==> config.mk <==
export PLATFORM = sky130hd
export DESIGN_NAME = nmea_sentence_field_parser
export DESIGN_NICKNAME = d
export VERILOG_FILES = /design/src/hdl/nmeasfp_pkg.sv /design/src/hdl/nmea_sentence_field_parser.sv /design/src/hdl/nmeasfp_csr.sv /design/src/hdl/nmeasfp_parse.sv
export SDC_FILE = /design/constraint.sdc
export NUM_CORES = 1
export LEC_CHECK = 0
export ABC_AREA = 1
export CAP_MARGIN = 20
export CORE_UTILIZATION = 40
export DETAILED_ROUTE_END_ITERATION = 16
export DONT_BUFFER_PORTS = 1
export GPL_TIMING_DRIVEN = 0
export HOLD_SLACK_MARGIN = 0.02
export PLACE_DENSITY = 0.64
export SLEW_MARGIN = 20
export SYNTH_ARGS = -nofsm -noshare
export SYNTH_HDL_FRONTEND = slang
export SYNTH_SLANG_ARGS = --single-unit
==> constraint.sdc <==
create_clock -name clock -period 7.1 [get_ports clock]
set_clock_uncertainty 0.15 [all_clocks]
set_input_delay 0 -clock clock [delete_from_list [all_inputs] [get_ports clock]]
set_output_delay 0 -clock clock [all_outputs]
set_load 0.05 [all_outputs]
==> src/hdl/nmeasfp_pkg.sv <==
`timescale 1ns / 1ps
// ----------------------------------------------------------------------------
// nmeasfp_pkg
// Shared types, codes and helpers of the NMEA sentence field parser.
// ----------------------------------------------------------------------------
package nmeasfp_pkg;

   // default number of captured characters per field
   localparam int FIELD_CHARS_DEFAULT = 10;

   // character codes
   localparam logic [7:0] CHAR_DOLLAR = 8'h24;
   localparam logic [7:0] CHAR_STAR   = 8'h2A;
   localparam logic [7:0] CHAR_COMMA  = 8'h2C;
   localparam logic [7:0] CHAR_LF     = 8'h0A;
   localparam logic [7:0] CHAR_DOT    = 8'h2E;
   localparam logic [7:0] CHAR_ZERO   = 8'h30;
   localparam logic [7:0] CHAR_NINE   = 8'h39;
   localparam logic [7:0] CHAR_UPPER_A = 8'h41;
   localparam logic [7:0] CHAR_UPPER_F = 8'h46;
   localparam logic [7:0] HEX_LETTER_OFFSET = 8'h37;
   localparam logic [4:0] DOT_VALUE   = 5'h10;

   // header length after the dollar
   localparam logic [2:0] HEADER_LEN = 3'd5;

   // saturation limit of the field and index counters
   localparam logic [3:0] COUNT_MAX = 4'd15;

   // reset values of the control registers
   localparam logic [7:0]  TYPE1_SIG_RESET  = 8'h56;
   localparam logic [7:0]  TYPE2_SIG_RESET  = 8'h52;
   localparam logic [15:0] TYPE1_MASK_RESET = 16'd766;
   localparam logic [15:0] TYPE2_MASK_RESET = 16'd130;

   // control register indexes
   typedef enum logic [1:0] {
      CSR_TYPE1_SIG  = 2'd0,
      CSR_TYPE2_SIG  = 2'd1,
      CSR_TYPE1_MASK = 2'd2,
      CSR_TYPE2_MASK = 2'd3
   } csr_index_type;

   // sentence kinds
   localparam logic [1:0] KIND_UNKNOWN = 2'd0;
   localparam logic [1:0] KIND_TYPE1   = 2'd1;
   localparam logic [1:0] KIND_TYPE2   = 2'd2;

   // parser phases, one-hot
   typedef enum logic [4:0] {
      PH_IDLE   = 5'b00001,
      PH_HEADER = 5'b00010,
      PH_BODY   = 5'b00100,
      PH_CK1    = 5'b01000,
      PH_CK2    = 5'b10000
   } phase_type;

   // control register set
   typedef struct packed {
      logic [7:0]  type1_signature;
      logic [7:0]  type2_signature;
      logic [15:0] type1_field_mask;
      logic [15:0] type2_field_mask;
   } cfg_type;

   // one result beat
   typedef struct packed {
      logic [1:0] sentence_kind;
      logic [3:0] field_number;
      logic [3:0] char_position;
      logic [4:0] digit_value;
      logic [7:0] field_char;
      logic       capture;
      logic       sentence_done;
      logic       checksum_ok;
   } rsp_type;

   // hex digit value of a byte, dot gives sixteen, anything else zero
   function automatic logic [4:0] digit_of(input logic [7:0] b);
      logic [7:0] diff;
      diff = 8'h00;
      if (b == CHAR_DOT) begin
         return DOT_VALUE;
      end
      if (b >= CHAR_ZERO && b <= CHAR_NINE) begin
         diff = b - CHAR_ZERO;
         return diff[4:0];
      end
      if (b >= CHAR_UPPER_A && b <= CHAR_UPPER_F) begin
         diff = b - HEX_LETTER_OFFSET;
         return diff[4:0];
      end
      return 5'd0;
   endfunction

endpackage

==> src/hdl/nmea_sentence_field_parser.sv <==
`timescale 1ns / 1ps
// ----------------------------------------------------------------------------
// nmea_sentence_field_parser
// Byte-stream NMEA sentence parser giving per-byte field position and flags.
// ----------------------------------------------------------------------------
// Usage
//   req_*  : one received byte per beat, req_tdata[7:0] = in_byte.
//   rsp_*  : one result beat per input byte, in order. tuser carries the
//            sentence kind, tlast marks the second checksum character.
//   csr_*  : control register writes (index 0..3), always ready; write only
//            while no byte is in flight.
// Path: a byte accepted into the input register has its result registered
//   in the result register once that stage is free, raising rsp_tvalid.
// Throughput: one byte per cycle while the result side is not stalled; the
//   state update between the input and result registers allows it.
// Stalls: with rsp_tready low the result holds; one more byte is taken
//   into the input register, then req_tready drops until the result goes.
// Reset: both stages empty, parser idle awaiting a dollar, control
//   registers back to their default signatures and masks.
// ----------------------------------------------------------------------------
module nmea_sentence_field_parser #(
   parameter int FIELD_CHARS = nmeasfp_pkg::FIELD_CHARS_DEFAULT
) (
   input  logic        clock,
   input  logic        reset,
   // request channel
   input  logic        req_tvalid,
   output logic        req_tready,
   input  logic [7:0]  req_tdata,   // [7:0] in_byte
   // result channel
   output logic        rsp_tvalid,
   input  logic        rsp_tready,
   output logic [23:0] rsp_tdata,   // [3:0] field_number, [7:4] char_position,
                                    // [12:8] digit_value, [20:13] field_char,
                                    // [21] capture, [22] checksum_ok, [23] zero
   output logic [1:0]  rsp_tuser,   // [1:0] sentence_kind
   output logic        rsp_tlast,   // sentence_done
   // control register write
   input  logic        csr_valid,
   output logic        csr_ready,
   input  logic [1:0]  csr_index,
   input  logic [15:0] csr_data
);

   nmeasfp_pkg::cfg_type cfg;
   nmeasfp_pkg::rsp_type result;

   logic       in_valid_ff, in_valid_in;
   logic [7:0] in_byte_ff;
   logic       out_valid_ff, out_valid_in;
   nmeasfp_pkg::rsp_type out_ff;
   logic       advance;
   logic       req_beat;

   nmeasfp_csr u_csr (
      .clock     (clock),
      .reset     (reset),
      .csr_valid (csr_valid),
      .csr_ready (csr_ready),
      .csr_index (csr_index),
      .csr_data  (csr_data),
      .cfg       (cfg)
   );

   nmeasfp_parse #(
      .FIELD_CHARS (FIELD_CHARS)
   ) u_parse (
      .clock   (clock),
      .reset   (reset),
      .step    (advance),
      .in_byte (in_byte_ff),
      .cfg     (cfg),
      .result  (result)
   );

   // pipeline handshake
   assign advance    = in_valid_ff && (!out_valid_ff || rsp_tready);
   assign req_tready = !in_valid_ff || advance;
   assign req_beat   = req_tvalid && req_tready;

   always_comb begin
      in_valid_in = in_valid_ff;
      if (req_beat) begin
         in_valid_in = 1'b1;
      end else if (advance) begin
         in_valid_in = 1'b0;
      end
      out_valid_in = out_valid_ff;
      if (advance) begin
         out_valid_in = 1'b1;
      end else if (rsp_tready) begin
         out_valid_in = 1'b0;
      end
   end

   // stage valids
   always_ff @(posedge clock) begin
      if (reset) begin
         in_valid_ff  <= 1'b0;
         out_valid_ff <= 1'b0;
      end else begin
         in_valid_ff  <= in_valid_in;
         out_valid_ff <= out_valid_in;
      end
   end

   // payload registers
   always_ff @(posedge clock) begin
      if (req_beat) begin
         in_byte_ff <= req_tdata;
      end
      if (advance) begin
         out_ff <= result;
      end
   end

   // result beat packing
   assign rsp_tvalid = out_valid_ff;
   assign rsp_tdata  = {1'b0, out_ff.checksum_ok, out_ff.capture, out_ff.field_char,
                        out_ff.digit_value, out_ff.char_position, out_ff.field_number};
   assign rsp_tuser  = out_ff.sentence_kind;
   assign rsp_tlast  = out_ff.sentence_done;

endmodule

==> src/hdl/nmeasfp_csr.sv <==
`timescale 1ns / 1ps
// ----------------------------------------------------------------------------
// nmeasfp_csr
// Control registers: sentence signatures and per-type field masks.
// ----------------------------------------------------------------------------
module nmeasfp_csr (
   input  logic                 clock,
   input  logic                 reset,
   input  logic                 csr_valid,
   output logic                 csr_ready,
   input  logic [1:0]           csr_index,
   input  logic [15:0]          csr_data,
   output nmeasfp_pkg::cfg_type cfg
);

   nmeasfp_pkg::cfg_type cfg_ff;
   nmeasfp_pkg::cfg_type cfg_in;

   // writes are always taken
   assign csr_ready = 1'b1;

   // register write decode
   always_comb begin
      cfg_in = cfg_ff;
      if (csr_valid) begin
         case (csr_index)
            nmeasfp_pkg::CSR_TYPE1_SIG:  cfg_in.type1_signature  = csr_data[7:0];
            nmeasfp_pkg::CSR_TYPE2_SIG:  cfg_in.type2_signature  = csr_data[7:0];
            nmeasfp_pkg::CSR_TYPE1_MASK: cfg_in.type1_field_mask = csr_data;
            nmeasfp_pkg::CSR_TYPE2_MASK: cfg_in.type2_field_mask = csr_data;
            default:                     cfg_in = cfg_ff;
         endcase
      end
   end

   always_ff @(posedge clock) begin
      if (reset) begin
         cfg_ff.type1_signature  <= nmeasfp_pkg::TYPE1_SIG_RESET;
         cfg_ff.type2_signature  <= nmeasfp_pkg::TYPE2_SIG_RESET;
         cfg_ff.type1_field_mask <= nmeasfp_pkg::TYPE1_MASK_RESET;
         cfg_ff.type2_field_mask <= nmeasfp_pkg::TYPE2_MASK_RESET;
      end else begin
         cfg_ff <= cfg_in;
      end
   end

   assign cfg = cfg_ff;

endmodule

==> src/hdl/nmeasfp_parse.sv <==
`timescale 1ns / 1ps
// ----------------------------------------------------------------------------
// nmeasfp_parse
// Sentence state tracker: header classification, body counters, checksum.
// ----------------------------------------------------------------------------
module nmeasfp_parse #(
   parameter int FIELD_CHARS = nmeasfp_pkg::FIELD_CHARS_DEFAULT
) (
   input  logic                 clock,
   input  logic                 reset,
   input  logic                 step,
   input  logic [7:0]           in_byte,
   input  nmeasfp_pkg::cfg_type cfg,
   output nmeasfp_pkg::rsp_type result
);

   nmeasfp_pkg::phase_type phase_ff, phase_in;
   logic [2:0] header_count_ff, header_count_in;
   logic [7:0] header_xor_ff, header_xor_in;
   logic [1:0] kind_ff, kind_in;
   logic [7:0] running_xor_ff, running_xor_in;
   logic [3:0] comma_count_ff, comma_count_in;
   logic [3:0] index_ff, index_in;
   logic       hi_match_ff, hi_match_in;

   logic [4:0]  dv;
   logic [15:0] mask;
   logic        cap;
   logic        done;
   logic        ok;

   // next state and flags for the byte in hand
   always_comb begin
      phase_in        = phase_ff;
      header_count_in = header_count_ff;
      header_xor_in   = header_xor_ff;
      kind_in         = kind_ff;
      running_xor_in  = running_xor_ff;
      comma_count_in  = comma_count_ff;
      index_in        = index_ff;
      hi_match_in     = hi_match_ff;
      dv   = nmeasfp_pkg::digit_of(in_byte);
      mask = (kind_ff == nmeasfp_pkg::KIND_TYPE1) ? cfg.type1_field_mask
                                                  : cfg.type2_field_mask;
      cap  = 1'b0;
      done = 1'b0;
      ok   = 1'b0;

      if (in_byte == nmeasfp_pkg::CHAR_DOLLAR || in_byte == nmeasfp_pkg::CHAR_LF) begin
         // sentence start or abort clears everything
         header_count_in = 3'd0;
         header_xor_in   = 8'h00;
         kind_in         = nmeasfp_pkg::KIND_UNKNOWN;
         running_xor_in  = 8'h00;
         comma_count_in  = 4'd0;
         index_in        = 4'd0;
         hi_match_in     = 1'b0;
         phase_in = (in_byte == nmeasfp_pkg::CHAR_DOLLAR) ? nmeasfp_pkg::PH_HEADER
                                                          : nmeasfp_pkg::PH_IDLE;
      end else begin
         case (phase_ff)
            nmeasfp_pkg::PH_HEADER: begin
               header_xor_in   = header_xor_ff ^ in_byte;
               header_count_in = header_count_ff + 3'd1;
               if (header_count_in >= nmeasfp_pkg::HEADER_LEN) begin
                  kind_in = nmeasfp_pkg::KIND_UNKNOWN;
                  if (header_xor_in == cfg.type1_signature) begin
                     kind_in = nmeasfp_pkg::KIND_TYPE1;
                  end
                  if (header_xor_in == cfg.type2_signature) begin
                     kind_in = nmeasfp_pkg::KIND_TYPE2;
                  end
                  running_xor_in = header_xor_in;
                  phase_in = (kind_in != nmeasfp_pkg::KIND_UNKNOWN) ? nmeasfp_pkg::PH_BODY
                                                                    : nmeasfp_pkg::PH_IDLE;
               end
            end
            nmeasfp_pkg::PH_BODY: begin
               if (in_byte == nmeasfp_pkg::CHAR_STAR) begin
                  phase_in = nmeasfp_pkg::PH_CK1;
               end else begin
                  running_xor_in = running_xor_ff ^ in_byte;
                  if (in_byte == nmeasfp_pkg::CHAR_COMMA) begin
                     if (comma_count_ff < nmeasfp_pkg::COUNT_MAX) begin
                        comma_count_in = comma_count_ff + 4'd1;
                     end
                     index_in = 4'd0;
                  end else if (index_ff < nmeasfp_pkg::COUNT_MAX) begin
                     index_in = index_ff + 4'd1;
                  end
                  cap = (index_in != 4'd0) && (index_in <= 4'(FIELD_CHARS)) &&
                        mask[comma_count_in];
               end
            end
            nmeasfp_pkg::PH_CK1: begin
               hi_match_in = (dv == {1'b0, running_xor_ff[7:4]});
               phase_in    = nmeasfp_pkg::PH_CK2;
            end
            nmeasfp_pkg::PH_CK2: begin
               done     = 1'b1;
               ok       = hi_match_ff && (dv == {1'b0, running_xor_ff[3:0]});
               phase_in = nmeasfp_pkg::PH_IDLE;
            end
            default: begin
               phase_in = nmeasfp_pkg::PH_IDLE;
            end
         endcase
      end
   end

   // state registers, advanced once per byte
   always_ff @(posedge clock) begin
      if (reset) begin
         phase_ff        <= nmeasfp_pkg::PH_IDLE;
         header_count_ff <= 3'd0;
         header_xor_ff   <= 8'h00;
         kind_ff         <= nmeasfp_pkg::KIND_UNKNOWN;
         running_xor_ff  <= 8'h00;
         comma_count_ff  <= 4'd0;
         index_ff        <= 4'd0;
         hi_match_ff     <= 1'b0;
      end else if (step) begin
         phase_ff        <= phase_in;
         header_count_ff <= header_count_in;
         header_xor_ff   <= header_xor_in;
         kind_ff         <= kind_in;
         running_xor_ff  <= running_xor_in;
         comma_count_ff  <= comma_count_in;
         index_ff        <= index_in;
         hi_match_ff     <= hi_match_in;
      end
   end

   // result beat reflects the state after this byte
   always_comb begin
      result.sentence_kind = kind_in;
      result.field_number  = comma_count_in;
      result.char_position = index_in;
      result.digit_value   = dv;
      result.field_char    = in_byte;
      result.capture       = cap;
      result.sentence_done = done;
      result.checksum_ok   = ok;
   end

endmodule

==> qor.csv <==
stage;metric;value;unit
clock_tree;CTS resizes;0;
clock_tree;CTS sink count;119;
power_and_ir_drop;switching pwr;472.5;uW
clock_tree;CTS HTree Levels;4;
worst_setup_path;CP peak stage delay;550;ps
die;Die Area;15800;um^2
yosys;syn_nets;872;
placement;Final HPWL DP;11220;um
die;io pins;61;
power_and_ir_drop;Peak VDD IR;0.0001458;V
worst_hold_path;Hold Crit Class;in2reg;
global_route;initial antenna violation count;0;
clock_tree;CTS Buf Count;17;
die;Die X;125.7;um
power_and_ir_drop;Net Sw Frac;26.77;%
worst_setup_path;Slowest-stage cell, CP;edfxtp_1;
sta;Worst-Margin Slew;836.2;ps
drt;number of antenna-violating nets in the routed design;0;
power_and_ir_drop;Cell Int Power;1292;uW
yosys;sequential area share after synthesis;44.47;%
clock_tree;hold-fix buffers at CTS;41;
drt;TritonRoute pass-1 iters;5;
yosys;Mapped Cells;833;
sta;Final setup viols;0;
drt;drt total wl;16000;um
drt;initial DRC count;406;
sta;Fin Setup TNS;0;ps
sta;worst hold slack;50.20;ps
placement;GPL Wtd Cong;0.9255;
clock_tree;Clock Path Buffers;2;
yosys;Yosys reg bits;119;
power_and_ir_drop;Power Dens Cells;240.1;nW/um^2
outcome;outcome;finished clean;
worst_setup_path;Worst setup EP type;flop;
clock_tree;worst skew pair latency;430;ps
yosys;Mapped Area;6122;um^2
final_layout;layout cell share with drive strength beyond 1;8.269;%
clock_tree;CTS root buf;clkbuf_16;
drt;vias;5501;
sta;RSZ-0062 raised after global routing;false;
yosys;Ys Warns;0;
drt;post-DR wirelength/cell;14.67;um
worst_setup_path;Worst Setup Start Kind;flop;
placement;# port buffers;0;
drt;DR DRC count;0;
die;Starting Density;41.49;%
sta;Slew Viols, Final;0;
sta;worst rel slew slack;43.82;%
sta;post-route minimum period;2824;ps
die;total core area;14750;um^2
die;Die H;125.7;um
power_and_ir_drop;Clock Power Share;45.9;%
final_layout;nets;933;
clock_tree;TritonCTS clock tree;yes;
yosys;syn avg cell area;7.349;um^2
sta;fmax;354.1;MHz
sta;final hold vios;0;
die;# rows;44;
final_layout;P&R area growth vs syn;20.07;%
flow_run;MaxCap Viol Count;0;
worst_setup_path;critical path required time;7130;ps
worst_setup_path;cell mode on critical path;nand3_1;
clock_tree;Post-CTS Setup Bufs;0;
global_route;largest net degree at the start of global routing;19;
power_and_ir_drop;Reg power frac;44.0;%
power_and_ir_drop;Leak Pwr;0.003282;uW
worst_setup_path;CP Class;reg2reg;
sta;crit share post-route;39.77;%
worst_setup_path;Crit path arrival time;2850;ps
global_route;global-route wire length before repair;26500;um
global_route;vias in the first global route;5223;
yosys;Cell variety after synth;39;
clock_tree;clock slew at reported path FFs;50;ps
global_route;total track usage;21.58;%
global_route;GR Overflow Total;0;
power_and_ir_drop;Combinational Power Share;10.1;%
drt;vias per cell;5.042;
worst_setup_path;worst-path cell chain;inv_1 > ha_1 > inv_1 > nor2_1 > nand3_1 > nand2_2 > nand2_2 > nand2_1 > nand3_1 > nand3_1 > nand3_1 > nand2_1 > nor2_1;
worst_setup_path;crit-path max FO;9;
final_layout;ANT cells;0;
-- cells in the mapped netlist (all sizes together) --
master	count	area [um^2]
nor3	5	25.02
edfxtp	34	1021
o21ai	82	414.1
inv	99	374.1
clkinv	2	7.510
nor4	1	12.51
buf	12	81.32
nand3b	14	105.1
nand3	64	320.3
xor2	22	192.7
dfxtp	85	1702
nand4	7	50.05
or3	1	6.260
a21oi	52	271.5
a31oi	1	21.27
o22ai	8	50.05
xnor2	2	17.52
clkbuf	18	67.56
or2	1	6.260
o211ai	5	37.54
conb	2	7.510
o31ai	1	7.510
nor2	102	430.4
nand2	204	785.8
a211oi	1	7.510
ha	8	100.1
-- logic make-up after synthesis --
| group | count (synthesis) | share of synthesized area (%) |
|---|---|---|
| simple gates | 399 | 28.45 |
| compound gates | 150 | 13.22 |
| buf+inv | 131 | 8.665 |
| flops | 119 | 44.47 |
| xor+xnor | 24 | 3.433 |
| fa+ha+maj | 8 | 1.635 |
| other cells | 2 | 0.1227 |
-- through the flow --
stage                     utilization, %  std cells  power, uW  worst slack, ps  area [um^2]
after CTS                          49.82       1091       1777             4285         7351
after global routing               49.82       1091       1835             4072         7351
after global placement             43.05       1017      941.2             3791         6352
after floorplan                        -        833      902.3             4602         6122
after detailed placement           43.25       1018      945.4             4311         6381
final                              49.82       1091       1765             4276         7351
-- cell usage in the layout, fill, tap and decap left out, types with 3 or more instances in the layout --
cell type	instances
clkinv_2	3
nand4_1	6
nor2_2	4
dlygate4sd3_1	41
o21ai_0	76
inv_4	6
nor3_1	5
buf_6	3
inv_1	87
o21ai_1	5
nor2_4	5
xor2_1	22
clkbuf_1	19
o22ai_1	8
edfxtp_1	34
nand2_2	5
clkbuf_16	19
buf_2	5
inv_2	11
a21oi_1	51
nor2_1	93
dfxtp_1	85
o211ai_1	5
nand3_1	64
nand2_1	198
ha_1	8
nand3b_1	14
-- layout make-up --
| type | count | area [um^2] |
|---|---|---|
| clock inverters | 10 | 62.56 |
| well taps | 184 | 230.2 |
| plain buffers | 30 | 150.1 |
| fillers | 1448 | 7403 |
| repair buffers | 42 | 437.9 |
| inverters | 101 | 381.6 |
| flip-flops and latches | 119 | 2723 |
| multi-input cells | 583 | 2869 |
| clock buffers | 22 | 496.7 |
-- metal layers --
metal	GRT usage, %	share of wire (%)	vias up
li1	-	-	2840
met1	28.86	46	2463
met2	33.95	45	167
met3	5.268	6.1	31
met4	7.532	2.1	0
met5	0	0	-
-- state kept, by name (all words and copies together), names as in the netlist --
signal	cells
in_valid_ff	1
u_csr.cfg	48
u_parse.header_count_ff	3
u_parse.comma_count_ff	4
rsp_tlast	1
u_parse.header_xor_ff	8
in_byte_ff	8
u_parse.index_ff	4
rsp_tuser	2
u_parse.phase_ff	5
u_parse.running_xor_ff	8
u_parse.kind_ff	2
u_parse.hi_match_ff	1
rsp_tdata	23
rsp_tvalid	1
-- critical path, delay by kind of cell (launching register included) --
kind | cells | cell delay [ps]
adder cells (fa/ha/maj) | 1 | 260
buffers and inverters | 2 | 310
AND/OR/NAND/NOR | 10 | 1310
flip-flops | 1 | 550
-- power groups by stage --
stage | logic (uW) | registers, uW | clock network [uW]
floorplan | 119 | 784 | 0
global placement | 151 | 791 | 0
detailed placement | 155 | 791 | 0
CTS | 176 | 777 | 824
global route | 202 | 780 | 854
finish | 178 | 777 | 810
-- worst paths after layout --
path	endpoint	start	slack, ps	depth (start not counted)
hold reg to reg	rsp_tdata[15]	in_byte_ff[2]	290	0
hold / removal	in_byte_ff[7]	req_tdata[7]	50	1
setup / recovery	rsp_tdata[21]	in_byte_ff[1]	4280	13
setup reg to reg	rsp_tdata[21]	in_byte_ff[1]	4280	13
(Power assumes the default switching activity.)
